File: config.mk
export PLATFORM = sky130hd
export DESIGN_NAME = qrs_div_cell
export DESIGN_NICKNAME = d
export VERILOG_FILES = /design/src/sv/quadratic_root_solver_unit_defines.svh /design/src/sv/qrs_pkg.sv /design/src/sv/qrs_div_cell.sv
export SDC_FILE = /design/constraint.sdc
export NUM_CORES = 1
export LEC_CHECK = 0
export BUFFER_PORTS_ARGS = -buffer_cell sky130_fd_sc_hd__buf_2
export CAP_MARGIN = 0
export CORE_MARGIN = 2
export CORE_UTILIZATION = 47
export CTS_CLUSTER_SIZE = 12
export DETAILED_ROUTE_END_ITERATION = 7
export HOLD_SLACK_MARGIN = 0.02
export PLACE_DENSITY = 0.8
export SKIP_LAST_GASP = 1
export SLEW_MARGIN = 20
export SYNTH_ARGS = -nofsm -noshare
export SYNTH_HDL_FRONTEND = slang
export SYNTH_SLANG_ARGS = --single-unit
File: constraint.sdc
create_clock -name clock -period 4.04 [get_ports clock]
set_input_delay 0.202 -clock clock [delete_from_list [all_inputs] [get_ports clock]]
set_output_delay 0.202 -clock clock [all_outputs]
set_load 0.02 [all_outputs]
File: src/sv/quadratic_root_solver_unit_defines.svh
// ----------------------------------------------------------------------------
// quadratic root solver assertion macros
// shared property wrappers clocked on clock and disabled during reset
// ----------------------------------------------------------------------------
`ifndef QUADRATIC_ROOT_SOLVER_UNIT_DEFINES_SVH
`define QUADRATIC_ROOT_SOLVER_UNIT_DEFINES_SVH

// same-cycle implication
`define QRS_ASSERT_IMP(lbl, ante, cons, msg) \
   lbl: assert property (@(posedge clock) disable iff (reset) (ante) |-> (cons)) else $error(msg);

// next-cycle implication
`define QRS_ASSERT_NXT(lbl, ante, cons, msg) \
   lbl: assert property (@(posedge clock) disable iff (reset) (ante) |=> (cons)) else $error(msg);

`endif

File: src/sv/qrs_pkg.sv
// ----------------------------------------------------------------------------
// qrs_pkg
// widths, codes and stage payload types of the quadratic root solver
// ----------------------------------------------------------------------------
`timescale 1ns / 1ps

package qrs_pkg;

   localparam int WORD_BITS = 32;
   localparam int FRAC_BITS = 16;

   // arithmetic widths
   localparam int PROD_W   = 2 * WORD_BITS;
   localparam int FAC_W    = PROD_W + 2;
   localparam int DIFF_W   = FAC_W + 1;
   localparam int DISC_W   = PROD_W + 1;
   localparam int RAD_W    = DISC_W + (DISC_W % 2);
   localparam int ROOT_W   = RAD_W / 2;
   localparam int SQ_REM_W = ROOT_W + 4;
   localparam int NUM_W    = ROOT_W + 1;
   localparam int NB_W     = NUM_W + 1;
   localparam int DVD_W    = NUM_W + FRAC_BITS;
   localparam int DEN_W    = WORD_BITS + 1;
   localparam int DV_REM_W = DEN_W + 1;

   // port widths
   localparam int REQ_W  = ((3 * WORD_BITS + 7) / 8) * 8;
   localparam int RSP_W  = ((2 * WORD_BITS + 1 + 7) / 8) * 8;
   localparam int KIND_W = 2;

   typedef enum logic [KIND_W-1:0] {
      KIND_DOUBLE  = 2'd0,
      KIND_TWO     = 2'd1,
      KIND_COMPLEX = 2'd2,
      KIND_NONE    = 2'd3
   } kind_type;

   // square root cell word
   typedef struct packed {
      logic [RAD_W-1:0]    rad;
      logic [ROOT_W-1:0]   root;
      logic [SQ_REM_W-1:0] rem;
   } sq_type;

   // divider cell word
   typedef struct packed {
      logic [DVD_W-1:0]    dvd;
      logic [DVD_W-1:0]    quo;
      logic [DV_REM_W-1:0] rem;
      logic [DEN_W-1:0]    den;
   } dv_type;

   // side data along the square root chain
   typedef struct packed {
      kind_type                kind;
      logic                    an;
      logic signed [NB_W-1:0]  nb;
      logic [DEN_W-1:0]        den;
   } side_type;

   // side data along the divider chain
   typedef struct packed {
      kind_type kind;
      logic     neg1;
      logic     neg2;
   } post_type;

endpackage

File: src/sv/qrs_div_cell.sv
// ----------------------------------------------------------------------------
// qrs_div_cell
// one restoring division step: one dividend bit in, one quotient bit out
// ----------------------------------------------------------------------------
`timescale 1ns / 1ps

module qrs_div_cell import qrs_pkg::*; (
   input  logic   clock,
   input  logic   load,
   input  dv_type dv_i,
   output dv_type dv_o
);

   dv_type              dv_ff;
   dv_type              dv_in;
   logic [DV_REM_W-1:0] work;
   logic [DV_REM_W-1:0] den_ext;

   // shift in the next dividend bit and subtract when it fits
   always_comb begin
      work    = {dv_i.rem[DV_REM_W-2:0], dv_i.dvd[DVD_W-1]};
      den_ext = {1'b0, dv_i.den};
      dv_in.dvd = {dv_i.dvd[DVD_W-2:0], 1'b0};
      dv_in.den = dv_i.den;
      if (work >= den_ext) begin
         dv_in.rem = work - den_ext;
         dv_in.quo = {dv_i.quo[DVD_W-2:0], 1'b1};
      end else begin
         dv_in.rem = work;
         dv_in.quo = {dv_i.quo[DVD_W-2:0], 1'b0};
      end
   end

   always_ff @(posedge clock) begin
      if (load) begin
         dv_ff <= dv_in;
      end
   end

   assign dv_o = dv_ff;

endmodule

==> impl_metrics.toml <==
[sta]
grt_setup_unrepaired = "no"
fmax_ghz = 0.256
fin_crit_sh_pct = 96.7
fin_tns_setup_ns = 0
slew_headroom_pct = 36.1
period_needed_ns = 3.91
whs_ns = 0.109
setup-violations-final = 0
slew_violations = 0
hold_viol = 0
worst_pin_slew_ns = 0.959

[synthesis]
synth_xor_area_share_pct = 3.17
ys_seq_area_share_pct = 66.9
syn_inst = 554
synth_nets = 757
synth-simple-area-share_pct = 7.34
syn_area_um2 = 7450
synth_cell_types = 53
synth_warnings = 0
synth_area_per_cell_um2 = 13.4
synthAdderAreaFrac_pct = 5.81
synth_edf_count = 166
synthArstFlopShare_pct = 0
synth_compound_area_share_pct = 11.6
synth_top_family_by_area = "compound AO/OA/AOI/OAI gates"
ys.flop_type = "edfxtp_1"
muxShareOfSynthArea_pct = 1.65
ys_seq_elements = 166

[floorplanning]
coreArea_um2 = 15700
start_util_pct = 47.4
dieArea_um2 = 16900
dieWidth_um = 130
die_height_um = 130
io_pins = 336
num_rows = 46

[cells_and_area]
multi_input_area_um2 = 2210
ff_latch_area_um2 = 4980
fill_cells = 1041
largest_register_ffs = 166
stdcell_count = 1252
drive_gt1_share_pct = 36.8
synthToLayoutAreaGrowth_pct = 50.8
final_nets = 1223

[cts]
root_buffer = "clkbuf_16"
clock_path_buffers = 2
cts_resized = 0
cts.clk_slew.worst_paths_ns = 0.07
cts_buffers = 17
post_cts_buffers = 0
htreeDepth = 4
cts-hold-fix-buffers = 131
clock-sinks = 166
cts_tree = "built"

[worst_setup_path]
cp_slowest_cell = "or4b_2"
slowest_delay_ns = 0.74
crit_arrival_ns = 4.07
worstSetupPathType = "primary input to register"
critPathTopFamily = "compound AO/OA/AOI/OAI gates"
start_kind = "primary input"
path_cells = "dlygate4sd3_1, buf_2, ha_1, inv_1, fa_1, a211o_1, a21o_1, and2_4, o311a_1, o21ai_4, nor3_1, or4b_2, buf_4, mux2_4"
required_ns = 4.21
path_buf_inv = 4
cp_max_fo = 21
endpoint_kind = "register"

[pwr]
p_per_area_nw_per_um2 = 428
leakage_nw = 5.03
peakVddDrop_uv = 280

[job]
maxCapViolCount = 0

[drt]
drt_iter0_drc = 455
drc = 0
dr.pass1.iters = 5
vias_per_cell = 5.07
wirelength_um = 24300
wl_per_cell_um = 19.4
antenna_left = 0
route.vias.total = 6350

[run_status]
status = "complete, no violations"

[grt]
grt_max_degree = 100
overflow = 0
antenna_found_initial = 4
grt_pass1_vias = 6309
track_usage_pct = 27.9
grt_first_pass_wirelength_um = 35000

[place]
gp_congestion = 0.907
dp_cells = 1086
port_buffers = 332
dp_hpwl_um = 15800

[min_path]
hold_class = "primary input to register"
## metrics by stage
stage	instance area (um2)	setup WS (ns)	power, mW	utilization (%)
6_report	11200	0.134	4.81	71.5
5_1_grt	11200	0.00936	4.98	71.5
4_1_cts	11200	0.170	4.79	71.5
3_5_place_dp	9330	0.202	3.11	59.4
3_3_place_gp	9330	0.247	3.09	59.4
2_1_floorplan	7450	0.662	2.74	-
## cells in the final DEF, fill, tap and decap left out, types with 5 or more instances in the layout
cell type      Yosys  final
nand4_1            7      7
a21o_1            21     21
dlygate4sd3_1      0    131
inv_1             41     41
nor3_1             5      5
inv_8              0      5
edfxtp_1         166    166
mux2_4             6      6
o21a_1             5      5
xnor2_1           18     18
nand2_1           27     27
and3_1             5      5
ha_1              33     33
clkbuf_16          0     17
buf_2              1    331
o21ai_0           15     15
nor2_1            48     48
xor2_1             9      9
nand3_1           11     11
a21oi_1           58     58
a211o_1            7      7
clkinv_4           0      5
a31oi_1            6      6
## cells in the mapped netlist (2+ instances only)
| library cell | instances | area share, % |
|---|---|---|
| a211o_1 | 7 | 0.82 |
| a211oi_1 | 2 | 0.20 |
| a21boi_0 | 2 | 0.20 |
| a21o_1 | 21 | 2.1 |
| a21oi_1 | 58 | 3.9 |
| a31oi_1 | 6 | 0.50 |
| and3_1 | 5 | 0.42 |
| buf_6 | 3 | 0.45 |
| clkbuf_1 | 15 | 0.76 |
| edfxtp_1 | 166 | 67 |
| ha_1 | 33 | 5.5 |
| inv_1 | 41 | 2.1 |
| mux2_2 | 2 | 0.30 |
| mux2_4 | 6 | 1.2 |
| nand2_1 | 27 | 1.4 |
| nand2b_1 | 2 | 0.17 |
| nand3_1 | 11 | 0.74 |
| nand4_1 | 7 | 0.59 |
| nor2_1 | 48 | 2.4 |
| nor2b_1 | 4 | 0.34 |
| nor3_1 | 5 | 0.34 |
| nor4_1 | 3 | 0.25 |
| o2111ai_1 | 2 | 0.24 |
| o211ai_1 | 4 | 0.40 |
| o21a_1 | 5 | 0.50 |
| o21ai_0 | 15 | 1.0 |
| o21bai_1 | 3 | 0.30 |
| xnor2_1 | 18 | 2.1 |
| xor2_1 | 9 | 1.1 |
## cells by family (layout without fill, tap and decap cells)
kind of cell / count (synthesis) / count (layout)
compound gates: 137 / 137
xor+xnor: 27 / 27
fa+ha+maj: 34 / 34
buf+inv: 61 / 540
flops: 166 / 166
mux: 9 / 9
other cells: 1 / 4
simple gates: 119 / 119
## per-layer routing
metal	global-route usage [%]	part of all wire (%)	vias up
met2	48.9	51	312
met1	32.5	38	2969
li1	-	-	3006
met5	0	0.053	-
met4	13.3	4.2	2
met3	6.60	7.4	61
## where the power goes
part / switching, mW / internal (mW) / leakage, nW
clock network: 0.769 / 0.831 / 0.287
logic: 0.633 / 0.435 / 3.12
registers: 0.0466 / 2.09 / 1.63
## cell type report
cell class | instances | share of cell area (%)
clock inverters | 14 | 1.40
inverters | 41 | 1.37
well taps | 216 | 2.41
multi-input cells | 327 | 19.7
flip-flops and latches | 166 | 44.4
diodes | 3 | 0.0668
repair buffers | 467 | 26.9
clock buffers | 18 | 3.82
## worst paths after layout
kind,start,depth (start not counted),end,slack [ns]
worst max-delay path,dv_i[0],14,dv_o[53],0.13
worst min-delay path,dv_i[52],2,dv_o[53],0.11
Power figures use the tool's default switching activity.
