--- src/sv/quadratic_root_solver_unit_defines.svh ---
// ----------------------------------------------------------------------------
// quadratic root solver assertion macros
// shared property wrappers clocked on clock and disabled during reset
// ----------------------------------------------------------------------------
`ifndef QUADRATIC_ROOT_SOLVER_UNIT_DEFINES_SVH
`define QUADRATIC_ROOT_SOLVER_UNIT_DEFINES_SVH

// same-cycle implication
`define QRS_ASSERT_IMP(lbl, ante, cons, msg) \
   lbl: assert property (@(posedge clock) disable iff (reset) (ante) |-> (cons)) else $error(msg);

// next-cycle implication
`define QRS_ASSERT_NXT(lbl, ante, cons, msg) \
   lbl: assert property (@(posedge clock) disable iff (reset) (ante) |=> (cons)) else $error(msg);

`endif

--- src/sv/qrs_pkg.sv ---
// ----------------------------------------------------------------------------
// qrs_pkg
// widths, codes and stage payload types of the quadratic root solver
// ----------------------------------------------------------------------------
`timescale 1ns / 1ps

package qrs_pkg;

   localparam int WORD_BITS = 32;
   localparam int FRAC_BITS = 16;

   // arithmetic widths
   localparam int PROD_W   = 2 * WORD_BITS;
   localparam int FAC_W    = PROD_W + 2;
   localparam int DIFF_W   = FAC_W + 1;
   localparam int DISC_W   = PROD_W + 1;
   localparam int RAD_W    = DISC_W + (DISC_W % 2);
   localparam int ROOT_W   = RAD_W / 2;
   localparam int SQ_REM_W = ROOT_W + 4;
   localparam int NUM_W    = ROOT_W + 1;
   localparam int NB_W     = NUM_W + 1;
   localparam int DVD_W    = NUM_W + FRAC_BITS;
   localparam int DEN_W    = WORD_BITS + 1;
   localparam int DV_REM_W = DEN_W + 1;

   // port widths
   localparam int REQ_W  = ((3 * WORD_BITS + 7) / 8) * 8;
   localparam int RSP_W  = ((2 * WORD_BITS + 1 + 7) / 8) * 8;
   localparam int KIND_W = 2;

   typedef enum logic [KIND_W-1:0] {
      KIND_DOUBLE  = 2'd0,
      KIND_TWO     = 2'd1,
      KIND_COMPLEX = 2'd2,
      KIND_NONE    = 2'd3
   } kind_type;

   // square root cell word
   typedef struct packed {
      logic [RAD_W-1:0]    rad;
      logic [ROOT_W-1:0]   root;
      logic [SQ_REM_W-1:0] rem;
   } sq_type;

   // divider cell word
   typedef struct packed {
      logic [DVD_W-1:0]    dvd;
      logic [DVD_W-1:0]    quo;
      logic [DV_REM_W-1:0] rem;
      logic [DEN_W-1:0]    den;
   } dv_type;

   // side data along the square root chain
   typedef struct packed {
      kind_type                kind;
      logic                    an;
      logic signed [NB_W-1:0]  nb;
      logic [DEN_W-1:0]        den;
   } side_type;

   // side data along the divider chain
   typedef struct packed {
      kind_type kind;
      logic     neg1;
      logic     neg2;
   } post_type;

endpackage

--- src/sv/qrs_sqrt_cell.sv ---
// ----------------------------------------------------------------------------
// qrs_sqrt_cell
// one restoring square root step: two radicand bits in, one root bit out
// ----------------------------------------------------------------------------
`timescale 1ns / 1ps

module qrs_sqrt_cell import qrs_pkg::*; (
   input  logic   clock,
   input  logic   load,
   input  sq_type sq_i,
   output sq_type sq_o
);

   sq_type              sq_ff;
   sq_type              sq_in;
   logic [SQ_REM_W-1:0] work;
   logic [SQ_REM_W-1:0] trial;

   // bring down two bits and try the next root bit
   always_comb begin
      work  = {sq_i.rem[SQ_REM_W-3:0], sq_i.rad[RAD_W-1 -: 2]};
      trial = {{(SQ_REM_W-ROOT_W-2){1'b0}}, sq_i.root, 2'b01};
      sq_in.rad = {sq_i.rad[RAD_W-3:0], 2'b00};
      if (work >= trial) begin
         sq_in.rem  = work - trial;
         sq_in.root = {sq_i.root[ROOT_W-2:0], 1'b1};
      end else begin
         sq_in.rem  = work;
         sq_in.root = {sq_i.root[ROOT_W-2:0], 1'b0};
      end
   end

   always_ff @(posedge clock) begin
      if (load) begin
         sq_ff <= sq_in;
      end
   end

   assign sq_o = sq_ff;

endmodule

--- config.mk ---
export PLATFORM = sky130hd
export DESIGN_NAME = qrs_sqrt_cell
export DESIGN_NICKNAME = d
export VERILOG_FILES = /design/src/sv/quadratic_root_solver_unit_defines.svh /design/src/sv/qrs_pkg.sv /design/src/sv/qrs_sqrt_cell.sv
export SDC_FILE = /design/constraint.sdc
export NUM_CORES = 1
export LEC_CHECK = 0
export ABC_AREA = 1
export BUFFER_PORTS_ARGS = -buffer_cell sky130_fd_sc_hd__buf_2
export CORE_AREA = 3 3 171 173
export CTS_CLUSTER_DIAMETER = 40
export CTS_CLUSTER_SIZE = 30
export DETAILED_ROUTE_END_ITERATION = 10
export DIE_AREA = 0 0 174 176
export PLACE_DENSITY = 0.6
export SYNTH_ARGS = -nofsm -noshare
export SYNTH_HDL_FRONTEND = slang
export SYNTH_SLANG_ARGS = --single-unit
--- constraint.sdc ---
create_clock -name clock -period 2.8 [get_ports clock]
set_input_delay 0.56 -clock clock [delete_from_list [all_inputs] [get_ports clock]]
set_output_delay 0.56 -clock clock [all_outputs]
set_load 0.005 [all_outputs]
==> flow_summary.ini, run 1 <==
[pwr]
power.total_uw = 5882
ir_drop_mv = 0.3078
power_density_mw_per_mm2 = 593.2
cellLeakagePower_uw = 0.004977

[global_routing]
grt_max_degree = 50
grt_overflow_total = 0
antenna_found_initial = 5
track_usage_pct = 15.45
grt_pass1_vias = 6484
grt_first_pass_wirelength_um = 36360

[worst_setup_path]
crit_path_end = sq_o[22]
cp.required_ns = 2.97
critPathCaptureType = flop
start_kind = primary input
cp_max_fo = 19
path_class = in2reg
startpoint = sq_i[55]
timing.critical_path.arrival_ns = 2.39

[synth]
syn_area_mm2 = 0.007473
synth_cells = 854
yosysWarnings = 0
synth_top_area_share_pct = 53.84
synth_cell_type_count = 28
synth_area_per_cell_um2 = 8.751
seq_area_frac_synth_pct = 53.84
synth_seq_cells = 134
yosysTopAreaCell = edfxtp_1
synth_area_leaders = edfxtp_1 (54%), nand2_1 (16%), inv_1 (7.2%)

[routing]
drtPass1Iterations = 4
drc = 0
antenna_left = 0
viasPerCell = 4.169
post_drt_wl_per_cell_um = 15.45
totalWireLength_um = 23780
first_iter_violations = 298
vias = 6416

[place]
pre_cts_slack_ns = 0.1266
globalplace.congestion = 0.8809
place_hpwl_um = 19140
io_buffer_count = 269

[worst_hold_path]
hp-class = in2reg

[clock_network]
clk_pin_slew_ns = 0.07
htree_num_levels = 4
ctsRootBufferMaster = clkbuf_16
post_cts_buffers = 0
cts_sinks = 134
tritoncts = yes
cts_inserted_buffers = 17
postCtsHoldBufs = 0
max-clock-path-buffers = 2
cts_resized = 0

[sta]
finalSetupViolations = 0
rsz0062_at_grt = no
fin_crit_ns = 2.220
setup_ws_ns = 0.5804
clock.fmax_ghz = 0.4505
finalHoldViolCount = 0
timing.final.crit_share_pct = 79.27
setup-tns-final_ns = 0
slew_violations = 0

[floorplan]
coreArea_mm2 = 0.02778
dieArea_mm2 = 0.03062
initial_utilization_pct = 26.90
std_cell_rows = 61
die_x_um = 174
die_h_um = 176
ios = 274

[finish]
largest_reg_flops = 134
final_cell_mix = nand2_1 (325), buf_2 (268), inv_1 (143)
area_delta_synth_final_pct = 32.68
finalNetCount = 1320
fill_cells = 2992
postLayoutCoreUtil_pct = 35.69
final_common_cell = nand2_1
drive_above_1_share_pct = 29.83

[outcome]
outcome = finished, final reports clean

[flow_run]
maxCapViolCount = 0
## power breakdown
part | internal [uW] | switching (uW)
Clock | 1250 | 997
Combinational | 458 | 686
Sequential | 2450 | 45.1
## layer usage
metal  part of all wire (%)  track usage [%]
met3                    7.3            5.011
met4                   0.87            3.083
met2                     48            26.67
met5                   0.30                0
met1                     44            19.03
## cell usage after synthesis
cell type and count:
a21o_1 2, conb_1 1, and3_1 1, buf_4 4, xor2_1 17, nand2_2 10
buf_2 1, nand2_1 325, nor2_4 1, edfxtp_1 134, nor3_2 1, nand4_1 6
o21bai_1 4, nand3_2 12, nor2_2 7, nand3b_1 10, o21ai_0 5, buf_6 4
buf_12 1, nand3_1 26, ha_1 35, nor2_1 70, xnor2_1 1, inv_1 143
a21oi_1 24, o21ai_1 1, inv_2 1, nor3_1 7
## critical path, cell delays in order
cell and delay (ns):
buf_2 0.09, inv_1 0.04, ha_1 0.35, nand2_1 0.13, nor2_2 0.21, nand2_1 0.15, nor2_2 0.16, nand2_1 0.06
nand2_1 0.06, nor2_1 0.04, nand2_2 0.11, inv_2 0.06, buf_4 0.21, nand2_1 0.08, nand2_1 0.06
## logic make-up after synthesis
group           synth area share [%]
simple gates                   26.95
buf+inv                        8.572
flops                          53.84
compound gates                 2.612
fa+ha+maj                      5.860
xor+xnor                       2.109
other cells                  0.05018
## metrics by stage
stage | hold slack [ns] | std cells | area, um2
floorplan | 0.6589 | 855 | 7477
global placement | 0.7368 | 1506 | 9345
detailed placement | 0.7383 | 1506 | 9345
CTS | 0.2836 | 1538 | 9913
global route | 0.2845 | 1538 | 9913
finish | 0.3022 | 1539 | 9916
## worst min path at each step
stage,start,endpoint,depth (start not counted)
2_1_floorplan,sq_i[98],sq_o[100],0
3_3_place_gp,sq_i[81],sq_o[83],1
3_5_place_dp,sq_i[102],sq_o[104],1
4_1_cts,sq_i[81],sq_o[83],1
5_1_grt,sq_i[81],sq_o[83],1
6_report,sq_i[97],sq_o[99],1
## layout make-up
| cell class | instances | area, um2 | share of cell area, % |
|---|---|---|---|
| multi-input cells | 567 | 2813 | 28.37 |
| well taps | 378 | 473.0 | 4.770 |
| clock inverters | 14 | 138.9 | 1.401 |
| flip-flops and latches | 134 | 4024 | 40.58 |
| diodes | 1 | 2.502 | 0.02524 |
| repair buffers | 283 | 1495 | 15.08 |
| clock buffers | 18 | 429.2 | 4.328 |
| inverters | 144 | 540.5 | 5.451 |
No activity file was read; power rests on OpenSTA's default activity.
==> inputs of run 2 (changes only) <==
- PLACE_DENSITY: 0.6 -> 0.62
- clock period: 2.8 -> 1.85 ns (I/O delays scaled with it)
==> run 2 against run 1 <==
Against the previous run: total power up 71%; sequential cell count did not move; die area unchanged; global-route usage grew 0.36 points; clock power up 66%; sequential share of layout area decreased by 7.8 points; via count up 8.9%; clock-buffer cell count grew 1; critical path type unchanged; largest cell class unchanged; highest routed layer unchanged.
==> flow_summary.ini, run 2 (synthesized netlist as in run 1, its figures left out) <==
[outcome]
outcome = finished, final reports clean

[flow_run]
maxCapViolCount = 0

[clock_network]
postCtsHoldBufs = 0
max-clock-path-buffers = 2
tritoncts = yes
cts_sinks = 134
cts_inserted_buffers = 17
clk_pin_slew_ns = 0.08
ctsRootBufferMaster = clkbuf_16
htree_num_levels = 4

[sta]
fin_crit_ns = 1.825
clock.fmax_ghz = 0.5479
rsz0062_at_grt = yes
setup-tns-final_ns = 0
finalHoldViolCount = 0
slew_violations = 0
finalSetupViolations = 0
timing.final.crit_share_pct = 98.66

[finish]
fin_area_mm2 = 0.01226
final_common_cell = nand2_1
fill_cells = 2803
final_cells = 1684
drive_above_1_share_pct = 50.00
multiInputGateArea_mm2 = 0.003682
antenna_cells = 0
finalNetCount = 1466
largest_reg_flops = 134
area_delta_synth_final_pct = 64.01
seqCellArea_mm2 = 0.004024
final_cell_mix = nand2_1 (268), buf_2 (236), buf_4 (152)

[worst_setup_path]
cp.required_ns = 2.02
timing.critical_path.arrival_ns = 2.00
path_class = in2reg
critical-path-slowest-cell = ha_4
critPathCaptureType = flop
path_cells = buf_2 -> ha_4 -> nand2_4 -> nor2_4 -> nand2_2 -> nor2_2 -> nand2_1 -> nand3_2 -> nand3_2 -> nand2_4 -> clkinv_8 -> clkbuf_16 -> nand2_2 -> nand2_1
start_kind = primary input
cpPeakStageDelay_ns = 0.31
cp_max_fo = 8

[routing]
vias = 6987
antenna_left = 0
viasPerCell = 4.149
first_iter_violations = 241
post_drt_wl_per_cell_um = 15.10
drc = 0
drtPass1Iterations = 6
totalWireLength_um = 25430

[place]
dp_cells = 1631
io_buffer_count = 269
globalplace.congestion = 0.8364
dpl_cell_area_mm2 = 0.01056
place_hpwl_um = 19810

[global_routing]
grt_first_pass_wirelength_um = 37490
track_usage_pct = 15.80
grt_max_degree = 39
antenna_found_initial = 1
grt_pass1_vias = 6935
grt_overflow_total = 0

[pwr]
cellLeakagePower_uw = 0.005942
ir_drop_mv = 0.4443
power_density_mw_per_mm2 = 821.6

[floorplan]
die_x_um = 174
ios = 274
dieArea_mm2 = 0.03062
std_cell_rows = 61
coreArea_mm2 = 0.02778
die_h_um = 176
initial_utilization_pct = 26.90

[worst_hold_path]
hp-class = in2reg
==> run 2: cell types whose count changed in the layout (fill, tap and decap cells not counted), sizes merged <==
cell,previous run,this run
diode,1,0
clkinv,2,7
buf,283,426
clkinvlp,3,0
inv,152,146
clkbuf,18,22
bufinv,1,4
==> run 2: where the power goes <==
part           leakage, uW  switching (uW)  internal, uW
combinational      0.00432            1310          1250
clock             0.000308            1450          2290
sequential         0.00131            71.9          3700
==> run 2: layout make-up <==
type / instances / area share [%]
Multi-Input combinational cell: 567 / 30.04
Inverter: 144 / 4.696
Tap cell: 378 / 3.859
Clock buffer: 19 / 3.532
Sequential cell: 134 / 32.83
Clock inverter: 13 / 1.613
Timing Repair Buffer: 429 / 23.43
==> run 2: final timing paths <==
kind	from	to	slack, ns	cells after the start
setup / recovery	sq_i[7]	sq_o[21]	0.02	14
hold / removal	sq_i[68]	sq_o[69]	0.12	1
==> run 2: through the flow <==
stage,worst slack [ns],total power (uW),utilization (%),hold WS [ns]
after floorplan,-0.08255,4829,-,0.4689
after global placement,-0.4864,6008,38.00,0.5469
after detailed placement,-0.5220,6027,38.00,0.5481
after CTS,0.004857,9840,40.42,0.1031
after global routing,-0.06455,10600,44.12,0.09925
final,0.02481,10070,44.12,0.1207
==> run 2: what timing repair did <==
item                       CTS  global route
gates resized for setup      8           220
gates cloned                 0             3
buffers inserted             0            18
pin swaps                    1            38
setup endpoints to repair   10            37
==> run 2: critical path, delay by kind of cell <==
| kind | cells | cell delay [ns] |
|---|---|---|
| simple gates | 10 | 0.89 |
| buf+inv | 3 | 0.41 |
| fa+ha+maj | 1 | 0.31 |
==> run 2: routing by layer <==
| layer | vias up | routed length (um) | track usage (%) |
|---|---|---|---|
| li1 | 3597 | - | - |
| met1 | 3165 | 11340 | 19.92 |
| met2 | 212 | 12540 | 27.88 |
| met3 | 11 | 1359 | 3.677 |
| met4 | 2 | 182 | 3.083 |
| met5 | - | 13 | 0 |
